$ cat config.mk
export PLATFORM = sky130hd
export DESIGN_NAME = utf8_to_thai_codepage_converter_flat
export DESIGN_NICKNAME = d
export VERILOG_FILES = /design/src/hdl/u2t_pkg.sv /design/src/hdl/u2t_if.sv /design/src/hdl/utf8_to_thai_codepage_converter.sv /design/src/hdl/u2t_front.sv /design/src/hdl/u2t_fifo.sv /design/src/hdl/u2t_back.sv /design/src/flat_wrapper.sv
export SDC_FILE = /design/constraint.sdc
export NUM_CORES = 1
export LEC_CHECK = 0
export BUFFER_PORTS_ARGS = -buffer_cell sky130_fd_sc_hd__buf_2
export CAP_MARGIN = 20
export CORE_ASPECT_RATIO = 0.7
export CORE_MARGIN = 2
export CORE_UTILIZATION = 36
export CTS_CLUSTER_DIAMETER = 120
export DETAILED_ROUTE_END_ITERATION = 10
export HOLD_SLACK_MARGIN = 0.08
export SLEW_MARGIN = 40
export SYNTH_ARGS = -nofsm -noshare
export SYNTH_HDL_FRONTEND = slang
export SYNTH_HIERARCHICAL = 1
export SYNTH_SLANG_ARGS = --single-unit
$ cat constraint.sdc
create_clock -name clk -period 5.05 [get_ports clk]
set_input_delay 0.7575 -clock clk [delete_from_list [all_inputs] [get_ports clk]]
set_output_delay 0.7575 -clock clk [all_outputs]
set_load 0.02 [all_outputs]
$ cat src/hdl/u2t_pkg.sv
`default_nettype none

package u2t_pkg;

    localparam logic [7:0]  REPL_BYTE  = 8'h3F;
    localparam logic [20:0] CP_MAX     = 21'h10FFFF;
    localparam logic [20:0] SURR_LO    = 21'h00D800;
    localparam logic [20:0] SURR_HI    = 21'h00DFFF;
    localparam logic [20:0] MIN_TWO    = 21'h000080;
    localparam logic [20:0] MIN_THREE  = 21'h000800;
    localparam logic [20:0] MIN_FOUR   = 21'h010000;
    localparam logic [20:0] ASCII_MAX  = 21'h00007F;
    localparam logic [20:0] THAI_LO    = 21'h000E01;
    localparam logic [20:0] THAI_HI    = 21'h000E5B;
    localparam logic [7:0]  THAI_BASE  = 8'hA1;
    localparam logic [20:0] NBSP_CP    = 21'h0000A0;
    localparam logic [7:0]  NBSP_BYTE  = 8'hA0;
    localparam logic [20:0] LATIN_LO   = 21'h0000FC;
    localparam logic [20:0] LATIN_HI   = 21'h0000FF;

    localparam int PUNCT_COUNT = 27;

    localparam logic [15:0] PUNCT_CP [PUNCT_COUNT] = '{
        16'h20AC, 16'h201A, 16'h0192, 16'h201E, 16'h2026, 16'h2020, 16'h2021,
        16'h02C6, 16'h2030, 16'h0160, 16'h2039, 16'h0152, 16'h017D, 16'h2018,
        16'h2019, 16'h201C, 16'h201D, 16'h2022, 16'h2013, 16'h2014, 16'h02DC,
        16'h2122, 16'h0161, 16'h203A, 16'h0153, 16'h017E, 16'h0178
    };

    localparam logic [7:0] PUNCT_BYTE [PUNCT_COUNT] = '{
        8'h80, 8'h82, 8'h83, 8'h84, 8'h85, 8'h86, 8'h87,
        8'h88, 8'h89, 8'h8A, 8'h8B, 8'h8C, 8'h8E, 8'h91,
        8'h92, 8'h93, 8'h94, 8'h95, 8'h96, 8'h97, 8'h98,
        8'h99, 8'h9A, 8'h9B, 8'h9C, 8'h9E, 8'h9F
    };

    // What follows the run of replacement bytes in one queued request
    typedef enum logic [1:0] {
        TAIL_NONE,
        TAIL_BYTE,
        TAIL_CP
    } tail_kind_t;

    typedef struct packed {
        logic [2:0]  rep_count;
        tail_kind_t  tail_kind;
        logic [20:0] tail;
        logic        str_end;
    } entry_t;

    function automatic logic [7:0] map_cp(input logic [20:0] cp);
        logic [7:0] res;
        res = REPL_BYTE;
        if (cp <= ASCII_MAX) begin
            res = cp[7:0];
        end else if (cp >= THAI_LO && cp <= THAI_HI) begin
            res = THAI_BASE + 8'(cp - THAI_LO);
        end else if (cp == NBSP_CP) begin
            res = NBSP_BYTE;
        end else if (cp >= LATIN_LO && cp <= LATIN_HI) begin
            res = cp[7:0];
        end else begin
            for (int k = 0; k < PUNCT_COUNT; k++) begin
                if (cp == {5'b0, PUNCT_CP[k]}) begin
                    res = PUNCT_BYTE[k];
                end
            end
        end
        return res;
    endfunction

endpackage

`default_nettype wire

$ cat src/hdl/u2t_if.sv
`default_nettype none

interface u2t_in_if;
    logic       valid;
    logic       ready;
    logic [7:0] data_byte;
    logic       string_end;

    modport source (output valid, output data_byte, output string_end, input ready);
    modport sink   (input valid, input data_byte, input string_end, output ready);
endinterface

interface u2t_out_if;
    logic       valid;
    logic       ready;
    logic [7:0] out_byte;
    logic       run_last;
    logic       out_string_end;

    modport source (output valid, output out_byte, output run_last, output out_string_end,
                    input ready);
    modport sink   (input valid, input out_byte, input run_last, input out_string_end,
                    output ready);
endinterface

interface u2t_cfg_if;
    logic valid;
    logic ready;
    logic convert_enable;

    modport source (output valid, output convert_enable, input ready);
    modport sink   (input valid, input convert_enable, output ready);
endinterface

`default_nettype wire

$ cat src/hdl/utf8_to_thai_codepage_converter.sv
// UTF-8 to Windows-874 byte converter.
// in_stream carries one UTF-8 byte per request with a string_end mark on the
// final byte; out_stream returns the converted bytes, each with run_last set on
// the final byte caused by one input request and out_string_end on the final
// byte of the string. cfg writes convert_enable (0 raw pass-through, 1 convert);
// write it only while no request is in flight.
// A request accepted on in_stream is written into the queue, then its first
// byte into the output register that drives out_stream. One input request
// is taken per cycle while each causes at most one byte and the receiver is
// ready; the output register emits one byte per cycle while the receiver is
// ready, so a request that causes n bytes holds the output until all n are
// out; a request that only advances a multi-byte sequence causes none. The
// queue of QUEUE_DEPTH requests between decoder and output absorbs such bursts.
// Reset clears the mode to raw, drops any pending sequence and empties the
// queue. When the receiver stalls, the output register holds its byte, the
// queue fills, and in_stream.ready drops once it is full.
`default_nettype none

module utf8_to_thai_codepage_converter #(
    parameter int QUEUE_DEPTH = 4
) (
    input  wire logic   clk,
    input  wire logic   rst_n,
    u2t_in_if.sink      in_stream,
    u2t_out_if.source   out_stream,
    u2t_cfg_if.sink     cfg
);

    u2t_pkg::entry_t push_entry;
    u2t_pkg::entry_t head;
    logic            push;
    logic            pop;
    logic            empty;
    logic            full;

    // decode front: classify each request into a run of '?' plus an optional tail
    u2t_front u_front (
        .clk        (clk),
        .rst_n      (rst_n),
        .in_stream  (in_stream),
        .cfg        (cfg),
        .queue_full (full),
        .push_entry (push_entry),
        .push       (push)
    );

    // hold decoded requests so front and output stall independently
    u2t_fifo #(
        .DEPTH (QUEUE_DEPTH)
    ) u_fifo (
        .clk        (clk),
        .rst_n      (rst_n),
        .push       (push),
        .push_entry (push_entry),
        .pop        (pop),
        .head       (head),
        .empty      (empty),
        .full       (full)
    );

    // output stage: expand each request into bytes, map code points
    u2t_back u_back (
        .clk        (clk),
        .rst_n      (rst_n),
        .head       (head),
        .empty      (empty),
        .pop        (pop),
        .out_stream (out_stream)
    );

endmodule

`default_nettype wire

$ cat src/hdl/u2t_front.sv
`default_nettype none

module u2t_front (
    input  wire logic          clk,
    input  wire logic          rst_n,
    u2t_in_if.sink             in_stream,
    u2t_cfg_if.sink            cfg,
    input  wire logic          queue_full,
    output u2t_pkg::entry_t    push_entry,
    output logic               push
);

    logic        en_reg,    en_next;
    logic [20:0] pc_reg,    pc_next;
    logic [1:0]  exp_reg,   exp_next;
    logic [1:0]  taken_reg, taken_next;

    logic        accept;
    logic        fresh;
    logic [20:0] cp_new;
    logic [1:0]  taken_inc;
    logic [20:0] min_val;
    logic [7:0]  b;
    u2t_pkg::entry_t ent;

    assign in_stream.ready = !queue_full;
    assign cfg.ready       = 1'b1;
    assign accept          = in_stream.valid && in_stream.ready;
    assign b               = in_stream.data_byte;
    assign cp_new          = {pc_reg[14:0], b[5:0]};
    assign taken_inc       = taken_reg + 2'd1;

    always_comb
    begin
        unique case (exp_reg)
            2'd1:    min_val = u2t_pkg::MIN_TWO;
            2'd2:    min_val = u2t_pkg::MIN_THREE;
            default: min_val = u2t_pkg::MIN_FOUR;
        endcase
    end

    always_comb
    begin
        ent.rep_count = 3'd0;
        ent.tail_kind = u2t_pkg::TAIL_NONE;
        ent.tail      = 21'd0;
        ent.str_end   = in_stream.string_end;
        pc_next       = pc_reg;
        exp_next      = exp_reg;
        taken_next    = taken_reg;
        fresh         = 1'b0;

        if (!en_reg) begin
            ent.tail_kind = u2t_pkg::TAIL_BYTE;
            ent.tail      = {13'd0, b};
        end else begin
            if (exp_reg == 2'd0) begin
                fresh = 1'b1;
            end else if (b[7:6] == 2'b10) begin
                if (taken_inc == exp_reg) begin
                    // sequence complete: check range, then release it
                    if (cp_new < min_val || cp_new > u2t_pkg::CP_MAX ||
                        (cp_new >= u2t_pkg::SURR_LO && cp_new <= u2t_pkg::SURR_HI)) begin
                        ent.rep_count = 3'(exp_reg) + 3'd1;
                    end else begin
                        ent.tail_kind = u2t_pkg::TAIL_CP;
                        ent.tail      = cp_new;
                    end
                    pc_next    = 21'd0;
                    exp_next   = 2'd0;
                    taken_next = 2'd0;
                end else begin
                    pc_next    = cp_new;
                    taken_next = taken_inc;
                end
            end else begin
                // broken sequence: replace lead and continuations, decode byte afresh
                ent.rep_count = 3'(taken_reg) + 3'd1;
                pc_next       = 21'd0;
                exp_next      = 2'd0;
                taken_next    = 2'd0;
                fresh         = 1'b1;
            end

            if (fresh) begin
                if (!b[7]) begin
                    ent.tail_kind = u2t_pkg::TAIL_BYTE;
                    ent.tail      = {13'd0, b};
                end else if (b[7:5] == 3'b110) begin
                    pc_next  = {16'd0, b[4:0]};
                    exp_next = 2'd1;
                end else if (b[7:4] == 4'b1110) begin
                    pc_next  = {17'd0, b[3:0]};
                    exp_next = 2'd2;
                end else if (b[7:3] == 5'b11110) begin
                    pc_next  = {18'd0, b[2:0]};
                    exp_next = 2'd3;
                end else begin
                    ent.rep_count = ent.rep_count + 3'd1;
                end
            end

            // flush a pending sequence at string end
            if (in_stream.string_end && exp_next != 2'd0) begin
                ent.rep_count = ent.rep_count + 3'(taken_next) + 3'd1;
                pc_next       = 21'd0;
                exp_next      = 2'd0;
                taken_next    = 2'd0;
            end
        end
    end

    assign push_entry = ent;
    assign push       = accept && (ent.rep_count != 3'd0 ||
                                   ent.tail_kind != u2t_pkg::TAIL_NONE);

    always_comb
    begin
        en_next = en_reg;
        if (cfg.valid) begin
            en_next = cfg.convert_enable;
        end
    end

    always_ff @(posedge clk or negedge rst_n)
    begin
        if (!rst_n) begin
            en_reg    <= 1'b0;
            pc_reg    <= 21'd0;
            exp_reg   <= 2'd0;
            taken_reg <= 2'd0;
        end else begin
            en_reg <= en_next;
            if (cfg.valid) begin
                pc_reg    <= 21'd0;
                exp_reg   <= 2'd0;
                taken_reg <= 2'd0;
            end else if (accept) begin
                pc_reg    <= pc_next;
                exp_reg   <= exp_next;
                taken_reg <= taken_next;
            end
        end
    end

endmodule

`default_nettype wire

$ cat src/hdl/u2t_fifo.sv
`default_nettype none

module u2t_fifo #(
    parameter int DEPTH = 4
) (
    input  wire logic             clk,
    input  wire logic             rst_n,
    input  wire logic             push,
    input  wire u2t_pkg::entry_t  push_entry,
    input  wire logic             pop,
    output u2t_pkg::entry_t       head,
    output logic                  empty,
    output logic                  full
);

    localparam int PW = (DEPTH > 1) ? $clog2(DEPTH) : 1;
    localparam int CW = $clog2(DEPTH + 1);

    u2t_pkg::entry_t slots_reg [DEPTH];
    logic [PW-1:0]   wr_ptr_reg, wr_ptr_next;
    logic [PW-1:0]   rd_ptr_reg, rd_ptr_next;
    logic [CW-1:0]   count_reg,  count_next;
    logic            do_push, do_pop;

    assign empty   = (count_reg == CW'(0));
    assign full    = (count_reg == CW'(DEPTH));
    assign do_push = push && !full;
    assign do_pop  = pop && !empty;
    assign head    = slots_reg[rd_ptr_reg];

    always_comb
    begin
        wr_ptr_next = wr_ptr_reg;
        rd_ptr_next = rd_ptr_reg;
        count_next  = count_reg;
        if (do_push) begin
            wr_ptr_next = (wr_ptr_reg == PW'(DEPTH - 1)) ? PW'(0) : wr_ptr_reg + PW'(1);
        end
        if (do_pop) begin
            rd_ptr_next = (rd_ptr_reg == PW'(DEPTH - 1)) ? PW'(0) : rd_ptr_reg + PW'(1);
        end
        if (do_push && !do_pop) begin
            count_next = count_reg + CW'(1);
        end else if (do_pop && !do_push) begin
            count_next = count_reg - CW'(1);
        end
    end

    always_ff @(posedge clk or negedge rst_n)
    begin
        if (!rst_n) begin
            wr_ptr_reg <= '0;
            rd_ptr_reg <= '0;
            count_reg  <= '0;
        end else begin
            wr_ptr_reg <= wr_ptr_next;
            rd_ptr_reg <= rd_ptr_next;
            count_reg  <= count_next;
        end
    end

    always_ff @(posedge clk)
    begin
        if (do_push) begin
            slots_reg[wr_ptr_reg] <= push_entry;
        end
    end

endmodule

`default_nettype wire

$ cat src/hdl/u2t_back.sv
`default_nettype none

module u2t_back (
    input  wire logic             clk,
    input  wire logic             rst_n,
    input  wire u2t_pkg::entry_t  head,
    input  wire logic             empty,
    output logic                  pop,
    u2t_out_if.source             out_stream
);

    logic       valid_reg,  valid_next;
    logic [7:0] byte_reg;
    logic       last_reg;
    logic       end_reg;
    logic [1:0] idx_reg,    idx_next;

    logic       advance;
    logic       emit;
    logic [2:0] total;
    logic       is_last;
    logic [7:0] cur_byte;

    assign advance = !valid_reg || out_stream.ready;
    assign emit    = advance && !empty;
    assign total   = head.rep_count + 3'((head.tail_kind != u2t_pkg::TAIL_NONE) ? 1 : 0);
    assign is_last = ({1'b0, idx_reg} == total - 3'd1);
    assign pop     = emit && is_last;

    always_comb
    begin
        if ({1'b0, idx_reg} < head.rep_count) begin
            cur_byte = u2t_pkg::REPL_BYTE;
        end else begin
            unique case (head.tail_kind)
                u2t_pkg::TAIL_BYTE: cur_byte = head.tail[7:0];
                u2t_pkg::TAIL_CP:   cur_byte = u2t_pkg::map_cp(head.tail);
                default:            cur_byte = u2t_pkg::REPL_BYTE;
            endcase
        end
    end

    always_comb
    begin
        valid_next = valid_reg;
        idx_next   = idx_reg;
        if (advance) begin
            valid_next = emit;
        end
        if (emit) begin
            idx_next = is_last ? 2'd0 : idx_reg + 2'd1;
        end
    end

    always_ff @(posedge clk or negedge rst_n)
    begin
        if (!rst_n) begin
            valid_reg <= 1'b0;
            idx_reg   <= 2'd0;
        end else begin
            valid_reg <= valid_next;
            idx_reg   <= idx_next;
        end
    end

    always_ff @(posedge clk)
    begin
        if (emit) begin
            byte_reg <= cur_byte;
            last_reg <= is_last;
            end_reg  <= is_last && head.str_end;
        end
    end

    assign out_stream.valid          = valid_reg;
    assign out_stream.out_byte       = byte_reg;
    assign out_stream.run_last       = last_reg;
    assign out_stream.out_string_end = end_reg;

endmodule

`default_nettype wire
$ cat src/flat_wrapper.sv
// flat-port wrapper written by rule: the top's interface ports become plain ports
module utf8_to_thai_codepage_converter_flat 
#(
    parameter int QUEUE_DEPTH = 4
)
  (clk, rst_n, in_stream_valid, in_stream_data_byte, in_stream_string_end, in_stream_ready, out_stream_valid, out_stream_out_byte, out_stream_run_last, out_stream_out_string_end, out_stream_ready, cfg_valid, cfg_convert_enable, cfg_ready);
  u2t_in_if in_stream_i ();
  u2t_out_if out_stream_i ();
  u2t_cfg_if cfg_i ();
  input  wire logic clk;
  input  wire logic rst_n;
  input wire logic [$bits(in_stream_i.valid)-1:0] in_stream_valid;
  input wire logic [$bits(in_stream_i.data_byte)-1:0] in_stream_data_byte;
  input wire logic [$bits(in_stream_i.string_end)-1:0] in_stream_string_end;
  output wire logic [$bits(in_stream_i.ready)-1:0] in_stream_ready;
  output wire logic [$bits(out_stream_i.valid)-1:0] out_stream_valid;
  output wire logic [$bits(out_stream_i.out_byte)-1:0] out_stream_out_byte;
  output wire logic [$bits(out_stream_i.run_last)-1:0] out_stream_run_last;
  output wire logic [$bits(out_stream_i.out_string_end)-1:0] out_stream_out_string_end;
  input wire logic [$bits(out_stream_i.ready)-1:0] out_stream_ready;
  input wire logic [$bits(cfg_i.valid)-1:0] cfg_valid;
  input wire logic [$bits(cfg_i.convert_enable)-1:0] cfg_convert_enable;
  output wire logic [$bits(cfg_i.ready)-1:0] cfg_ready;
  assign in_stream_i.valid = in_stream_valid;
  assign in_stream_i.data_byte = in_stream_data_byte;
  assign in_stream_i.string_end = in_stream_string_end;
  assign in_stream_ready = in_stream_i.ready;
  assign out_stream_valid = out_stream_i.valid;
  assign out_stream_out_byte = out_stream_i.out_byte;
  assign out_stream_run_last = out_stream_i.run_last;
  assign out_stream_out_string_end = out_stream_i.out_string_end;
  assign out_stream_i.ready = out_stream_ready;
  assign cfg_i.valid = cfg_valid;
  assign cfg_i.convert_enable = cfg_convert_enable;
  assign cfg_ready = cfg_i.ready;
  utf8_to_thai_codepage_converter #(.QUEUE_DEPTH(QUEUE_DEPTH)) u_core (.clk(clk), .rst_n(rst_n), .in_stream(in_stream_i), .out_stream(out_stream_i), .cfg(cfg_i));
endmodule
# After elaboration in Yosys (flattened, before gate mapping)
# Memory sizes are Yosys's and may differ from the RTL's.
# Index checks and enable logic that the tools add are counted.
word_totals:
  register_bits: 46
  ram_bits: 108
  inputBits: 15
  out_inout_bits: 13
  memories: 1
mem_list:
  columns: ["name", "words", "word_bits", "rd", "rd_ports_with_merged_regs", "write_ports", "line_no", "source"]
  rows:
  - ["u_core.u_fifo.slots_reg", 4, 27, 1, 0, 1, "u2t_fifo.sv:19", "u2t_pkg::entry_t slots_reg [DEPTH];"]
op_classes:
  n_addsub: 15
  order_cmp: 10
  n_eq_ne: 41
  mux: 94
  reduce_logical: 32
op_table:
  columns: ["operator", "count"]
  rows:
  - ["$eq A21 B14 Y1 const B", 17]
  - ["$mux W21", 12]
  - ["$mux W8", 31]
  - ["$eq A21 B9 Y1 const B", 8]
  - ["$mux W26", 5]
  - ["$mux W23", 4]
  - ["$mux W2", 24]
  - ["$eq A21 B10 Y1 const B", 2]
  - ["$pmux W17 S2", 1]
  - ["$mux W3", 10]
  - ["$eq A21 B8 Y1 const B", 1]
  - ["$ge A21 B12 Y1 const B", 1]
  - ["$ge A21 B16 Y1 const B", 1]
  - ["$ge A21 B8 Y1 const B", 1]
  - ["$gt A21 B21 Y1 const B", 1]
  - ["$le A21 B12 Y1 const B", 1]
  - ["$le A21 B16 Y1 const B", 1]
  - ["$le A21 B7 Y1 const B", 1]
  - ["$le A21 B8 Y1 const B", 1]
  - ["$lt A21 B21 Y1", 1]
  - ["$pmux W8 S2", 1]
  - ["$logic_and A1 B1 Y1", 13]
  - ["$reduce_bool A2 Y1", 6]
  - ["$eq A2 B2 Y1 const B", 5]
  - ["22 further kinds", 43]

# Longest topological paths before layout
# An unclocked memory read counts as a cell.
logic_depth:
  depth_word: 34
  ltp_mapped: 26
  mapped_depth_nobuf: 25

# Hierarchy
# The synthesis kept the hierarchy.
by_module_without_submodules:
  columns: ["mod", "n_inst", "cells_each", "area_per_inst_um2"]
  rows:
  - ["u2t_fifo", 1, 178, 4336.7]
  - ["u2t_back", 1, 231, 1874.3]
  - ["u2t_front", 1, 196, 1691.6]

# Worst setup path after synthesis
# OpenSTA, ideal clock, no wires.
synth_timing:
  path_type: "reg2reg"
  from: "reg u_core.u_front.exp_reg[0]"
  to: "mem u_core/u_fifo/slots_reg[0][0] (netlist name) (enable)"
  setup_ns: 0.386
  arrival_time_ns: 4.510
  slack_ns: 0.154
  stages_incl_launch_ff: 21
  path_buffers: 1
  period_less_slack_ns: 4.896
  path_cell_list: "dfrtp_1 inv_1 ha_1 ha_1 o21a_1 a311oi_2 or2_4 nand4_1 a21oi_1 ha_1 a22oi_1 nand2_1 fa_1 nand2_1 a21oi_1 xor2_1 xor2_1 a41oi_2 nor2b_1 buf_2 and2_1"
synth_via:
  elab_chain_len: 27
  word_cells_on_any_way: 53
  classes_between: "4 x add/sub; 1 x order compare; 3 x eq/ne; 35 x mux; 10 x reduce/logical"
synth_rtl:
  columns: ["element", "line_no", "source"]
  rows:
  - ["from (decl)", "u2t_front.sv:15", "logic [1:0] exp_reg, exp_next;"]
  - ["from (signal assigned)", "u2t_front.sv:140", "exp_reg <= exp_next;"]
  - ["$eq A2 B2 Y1 / $eq A2 B1 Y1 (equally long branches)", "u2t_front.sv:35", "unique case (exp_reg)"]
  - ["$pmux W17 S2", "u2t_front.sv:35", null]
  - ["$lt A21 B21 Y1", "u2t_front.sv:62", "if (cp_new < min_val || cp_new > u2t_pkg::CP_MAX ||"]
  - ["$logic_or A1 B1 Y1 (2 in a row)", "u2t_front.sv:62", null]
  - ["$mux W3", "u2t_front.sv:62", null]
  - ["$mux W26", "u2t_front.sv:60", "if (taken_inc == exp_reg) begin"]
  - ["$mux W3", "u2t_front.sv:59", "end else if (b[7:6] == 2'b10) begin"]
  - ["$mux W26", "u2t_front.sv:57", "if (exp_reg == 2'd0) begin"]
  - ["[... 12 more ...]", null, null]
  - ["$reduce_bool A3 Y1", "u2t_front.sv:114", "assign push = accept && (ent.rep_count != 3'd0 ||"]
  - ["$logic_or A1 B1 Y1 *", "u2t_front.sv:114", null]
  - ["$logic_and A1 B1 Y1 *", "u2t_front.sv:114", null]
  - ["via u_core.push", "utf8_to_thai_codepage_converter.sv:31", "logic push;"]
  - ["$logic_and A1 B1 Y1 *", "u2t_fifo.sv:27", "assign do_push = push && !full;"]
  - ["via u_core.u_fifo.do_push", "u2t_fifo.sv:23", "logic do_push, do_pop;"]
  - ["$mux W1 *", "u2t_fifo.sv:64", "if (do_push) begin"]
  - ["$mux W1 (implied by the code) *", "u2t_fifo.sv:65", "slots_reg[wr_ptr_reg] <= push_entry;"]
  - ["to (decl)", "u2t_fifo.sv:19", null]
# Mark *: on every way through the listed nets, which the timed path passes. The rest lies on a longest branch. The select of a mux whose other input is x is not followed.

# Worst setup path in the final report
layout_timing:
  from: "reg u_core.u_front.pc_reg[9]"
  to: "reg u_core.u_fifo.count_reg[2]"
layout_via:
  elab_chain_len: 26
  word_cells_on_any_way: 37
  classes_between: "3 x add/sub; 4 x order compare; 18 x mux; 12 x reduce/logical"
layout_rtl:
  columns: ["element", "line_no", "source"]
  rows:
  - ["from (decl)", "u2t_front.sv:14", "logic [20:0] pc_reg, pc_next;"]
  - ["from (signal assigned)", "u2t_front.sv:139", "pc_reg <= pc_next;"]
  - ["$lt A21 B21 Y1 (tied with other cells)", "u2t_front.sv:62", null]
  - ["$logic_or A1 B1 Y1 / $logic_and A1 B1 Y1 (equally long branches)", "u2t_front.sv:62, u2t_front.sv:63", null]
  - ["$logic_or A1 B1 Y1 *", "u2t_front.sv:62", null]
  - ["$mux W3", "u2t_front.sv:62", null]
  - ["$mux W26 *", "u2t_front.sv:60", null]
  - ["$mux W3", "u2t_front.sv:59", null]
  - ["$mux W26 *", "u2t_front.sv:57", null]
  - ["$mux W26 *", "u2t_front.sv:53", "if (!en_reg) begin"]
  - ["[... 11 more ...]", null, null]
  - ["$reduce_bool A3 Y1", "u2t_front.sv:114", null]
  - ["$logic_or A1 B1 Y1 *", "u2t_front.sv:114", null]
  - ["$logic_and A1 B1 Y1 *", "u2t_front.sv:114", null]
  - ["via u_core.push", "utf8_to_thai_codepage_converter.sv:31", null]
  - ["$logic_and A1 B1 Y1 *", "u2t_fifo.sv:27", null]
  - ["$logic_not A1 Y1", "u2t_fifo.sv:44", "end else if (do_pop && !do_push) begin"]
  - ["$logic_and A1 B1 Y1", "u2t_fifo.sv:44", null]
  - ["$reduce_bool A2 Y1 (no line)", null, null]
  - ["to (signal assigned)", "u2t_fifo.sv:58", "count_reg <= count_next;"]
  - ["to (decl)", "u2t_fifo.sv:22", "logic [CW-1:0] count_reg, count_next;"]
# Marked as above.
# A chain may end at the register's enable or synchronous reset.

==> flow_summary_export.csv <==
group,metric,value,unit
detailed_routing,num_vias,5332,
synthesis,yosysMostFrequentCell,"edfxtp_1",
global_routing,grt_overflow_total,0,
floorplanning,num_rows,45,
global_routing,first_global_vias,5234,
global_routing,antenna_found_initial,0,
cells_and_area,nNetsFinal,680,
clock_network,cts_hold_buf,0,
detailed_routing,wl_per_cell,19.0,um
critical_path,critPathKind,"reg2reg",
clock_network,clk_pin_slew,60,ps
timing,period_share,95.5,%
synthesis,synth_top_cells_by_area,"edfxtp_1, dfrtp_1, mux4_2",
timing,hold_viol,0,
critical_path,cp-start-kind,"register",
synthesis,ys_seq_area_share,54.3,%
power,ir_drop,0.000280,V
cells_and_area,largest_register_ffs,108,
synthesis,synth_area_per_cell,13.1,sq um
placement,gp_congestion,0.893,
power,powerDensity,528,nW/um^2
flow_run,maxCapViolCount,0,
cells_and_area,ff_latch_area,4300,sq um
global_routing,grt_pass1_wl,28700,um
timing,finalSetupViolations,0,
timing,fmax,207,MHz
floorplanning,die_area,23200,sq um
detailed_routing,wl,17800,um
clock_network,ctsRootBufferMaster,"clkbuf_16",
floorplanning,die_w,181,um
clock_network,clockBufferDepth,2,
detailed_routing,via_per_inst,5.71,
floorplanning,io_pins,28,
critical_path,cp_data_arrival_time,5160,ps
clock_network,numCtsBuffers,17,
critical_path,path_cells,"or4_4, o21a_1, a311oi_2, or2_4, nand4_1, a21oi_2, ha_1, a22oi_2, nand2_2, fa_2, nand2_1, a21oi_1, xor2_1, xor2_1, a41oi_2, nor2b_4, ha_2, inv_1, fa_1, xor2_1, nor2_1, xor2_1",
placement,place_area,8330,sq um
synthesis,synth-edff-count,118,
placement,dpl.hpwl,12400,um
critical_path,cp-end-kind,"register",
cells_and_area,n_fill_cell,2017,
floorplanning,die_h,128,um
cells_and_area,layout-drive-gt1-share,23.0,%
cells_and_area,stdcell_area,8970,sq um
cells_and_area,area_growth,13.5,%
detailed_routing,first_pass_iters,7,
critical_path,path_max_fanout,5,
timing,finalCriticalPeriod,4820,ps
synthesis,yosys.area.top_type_share,44.8,%
synthesis,synth_cells,605,
critical_path,slowest_stage,"or4_4",
critical_path,crit_path_max_incr_delay,540,ps
global_routing,grt_use_total,16.1,%
critical_path,crit_buf_inv,1,
synthesis,synth.ff_latch_count,148,
critical_path,path_common_cell,"xor2_1",
timing,drv_slew,0,
synthesis,ys_warn_count,6,
cells_and_area,multiInputGateArea,3350,sq um
clock_network,cts_tree,"done",
timing,relSlewSlack,47.4,%
synthesis,synth_common_cells,"edfxtp_1, nand2_1, dfrtp_1",
power,power,4.74,mW
cells_and_area,antennaDiodeCount,0,
synthesis,synth_ff_type,"edfxtp_1",
outcome,status,"finished, final reports clean",
synthesis,syn-cell-area,7900,sq um
synthesis,yosysTopAreaCell,"edfxtp_1",
synthesis,async_reset_ff_share,20.3,%
detailed_routing,route.detailed.drc,0,
detailed_routing,drtIter0Drc,472,
worst_hold_path,hold_path.class,"in2async",
clock_network,clk_latency,420,ps
power,p_leak,3.24,nW
timing,skew,9.24,ps
clock_network,cts_max_level,4,
synthesis,syn_nets,646,
critical_path,path_delay_family,"simple AND/OR/NAND/NOR gates",
detailed_routing,detail-route-antenna-nets,0,
critical_path,cp.required,5390,ps
global_routing,grt_max_degree,31,
clock_network,clock_sink_count,148,
floorplanning,coreArea,21600,sq um
critical_path,r2r_slack,230,ps
synthesis,synth_cell_types,93,
placement,port_buffers,26,
timing,worst_pin_slew,789,ps
floorplanning,start_util,36.6,%
[final cells by class]
class                   instances  share of cell area (%)
repair buffers                 44                    3.54
inverters                      26                    1.09
multi-input cells             402                    37.3
clock inverters                14                    1.44
clock buffers                  18                    4.78
well taps                     282                    3.93
flip-flops and latches        148                    47.9
[cells by family after synthesis]
| family | synth area share [%] |
|---|---|
| other cells | 0.0475 |
| simple gates | 16.2 |
| mux | 9.06 |
| xor+xnor | 1.66 |
| fa+ha+maj | 4.31 |
| buf+inv | 3.80 |
| compound gates | 10.6 |
| flops | 54.3 |
[where the power goes]
part | switching, mW | internal [mW]
logic | 1.09 | 0.736
registers | 0.145 | 1.58
clock network | 0.503 | 0.683
total | 1.74 | 3.00
[per-layer routing]
layer | GRT usage (%) | share of wire [%]
met5 | 0 | 0
met4 | 4.69 | 0.50
met3 | 3.30 | 6.7
met2 | 25.6 | 46
met1 | 22.5 | 46
[stage by stage]
stage / hold slack [ps] / TNS [ps] / util, % / worst slack (ps) / std cells
after CTS: 411 / 0 / 41.1 / 54.5 / 929
after detailed placement: 536 / 0 / 38.5 / 81.4 / 897
final: 271 / 0 / 41.5 / 227 / 934
after global routing: 291 / -54.4 / 41.5 / -54.4 / 934
after global placement: 518 / 0 / 38.5 / 193 / 897
after floorplan: 462 / 0 / - / 154 / 605
[worst reg2reg max path, stage by stage (launching register included)]
cell	delay, ps
dfrtp_1	400
or4_4	540
o21a_1	190
a311oi_2	260
or2_4	220
nand4_1	110
a21oi_2	160
ha_1	250
a22oi_2	250
nand2_2	110
fa_2	400
nand2_1	70
a21oi_1	50
xor2_1	190
xor2_1	170
a41oi_2	190
nor2b_4	170
ha_2	190
inv_1	50
fa_1	370
xor2_1	150
nor2_1	130
xor2_1	150
[what timing repair did]
| item | in CTS | in global routing |
|---|---|---|
| setup endpoints to repair | 0 | 110 |
| resized for setup | 0 | 11 |
| setup buffers | 0 | 5 |
| hold endpoints to repair | 0 | 0 |
[placed cells by master (no fill, tap or decap), types with 5 or more instances in the layout]
cell / count
nand2_1: 35
and2_1: 20
o211ai_1: 5
a31oi_1: 5
nand3_1: 25
xor2_1: 10
buf_4: 15
nand2b_1: 9
a22o_1: 13
buf_2: 25
a21oi_1: 21
nor3b_1: 5
ha_1: 22
dfrtp_1: 29
a21o_1: 5
nor4_1: 8
o21ai_0: 13
edfxtp_1: 118
xnor2_1: 5
nor3_1: 15
nor2b_1: 11
inv_1: 24
mux4_2: 27
clkbuf_16: 17
nand4_1: 9
nor2_1: 27
[path summary, 6_finish.rpt]
kind                                                 start                              to  depth (start not counted)
worst max register to register    u_core/u_front/pc_reg[9]      u_core/u_fifo/count_reg[2]                         22
worst min register to register  u_core/u_fifo/count_reg[2]      u_core/u_fifo/count_reg[2]                          1
worst min-delay path                                 rst_n  u_core/u_back/out_stream.valid                          1
max in group asynchronous                            rst_n     u_core/u_fifo/rd_ptr_reg[0]                          1
min in group clk                          out_stream_ready  u_core/u_back/out_stream.valid                          2
worst max-delay path              u_core/u_front/pc_reg[9]      u_core/u_fifo/count_reg[2]                         22
(Power assumes the default switching activity.)
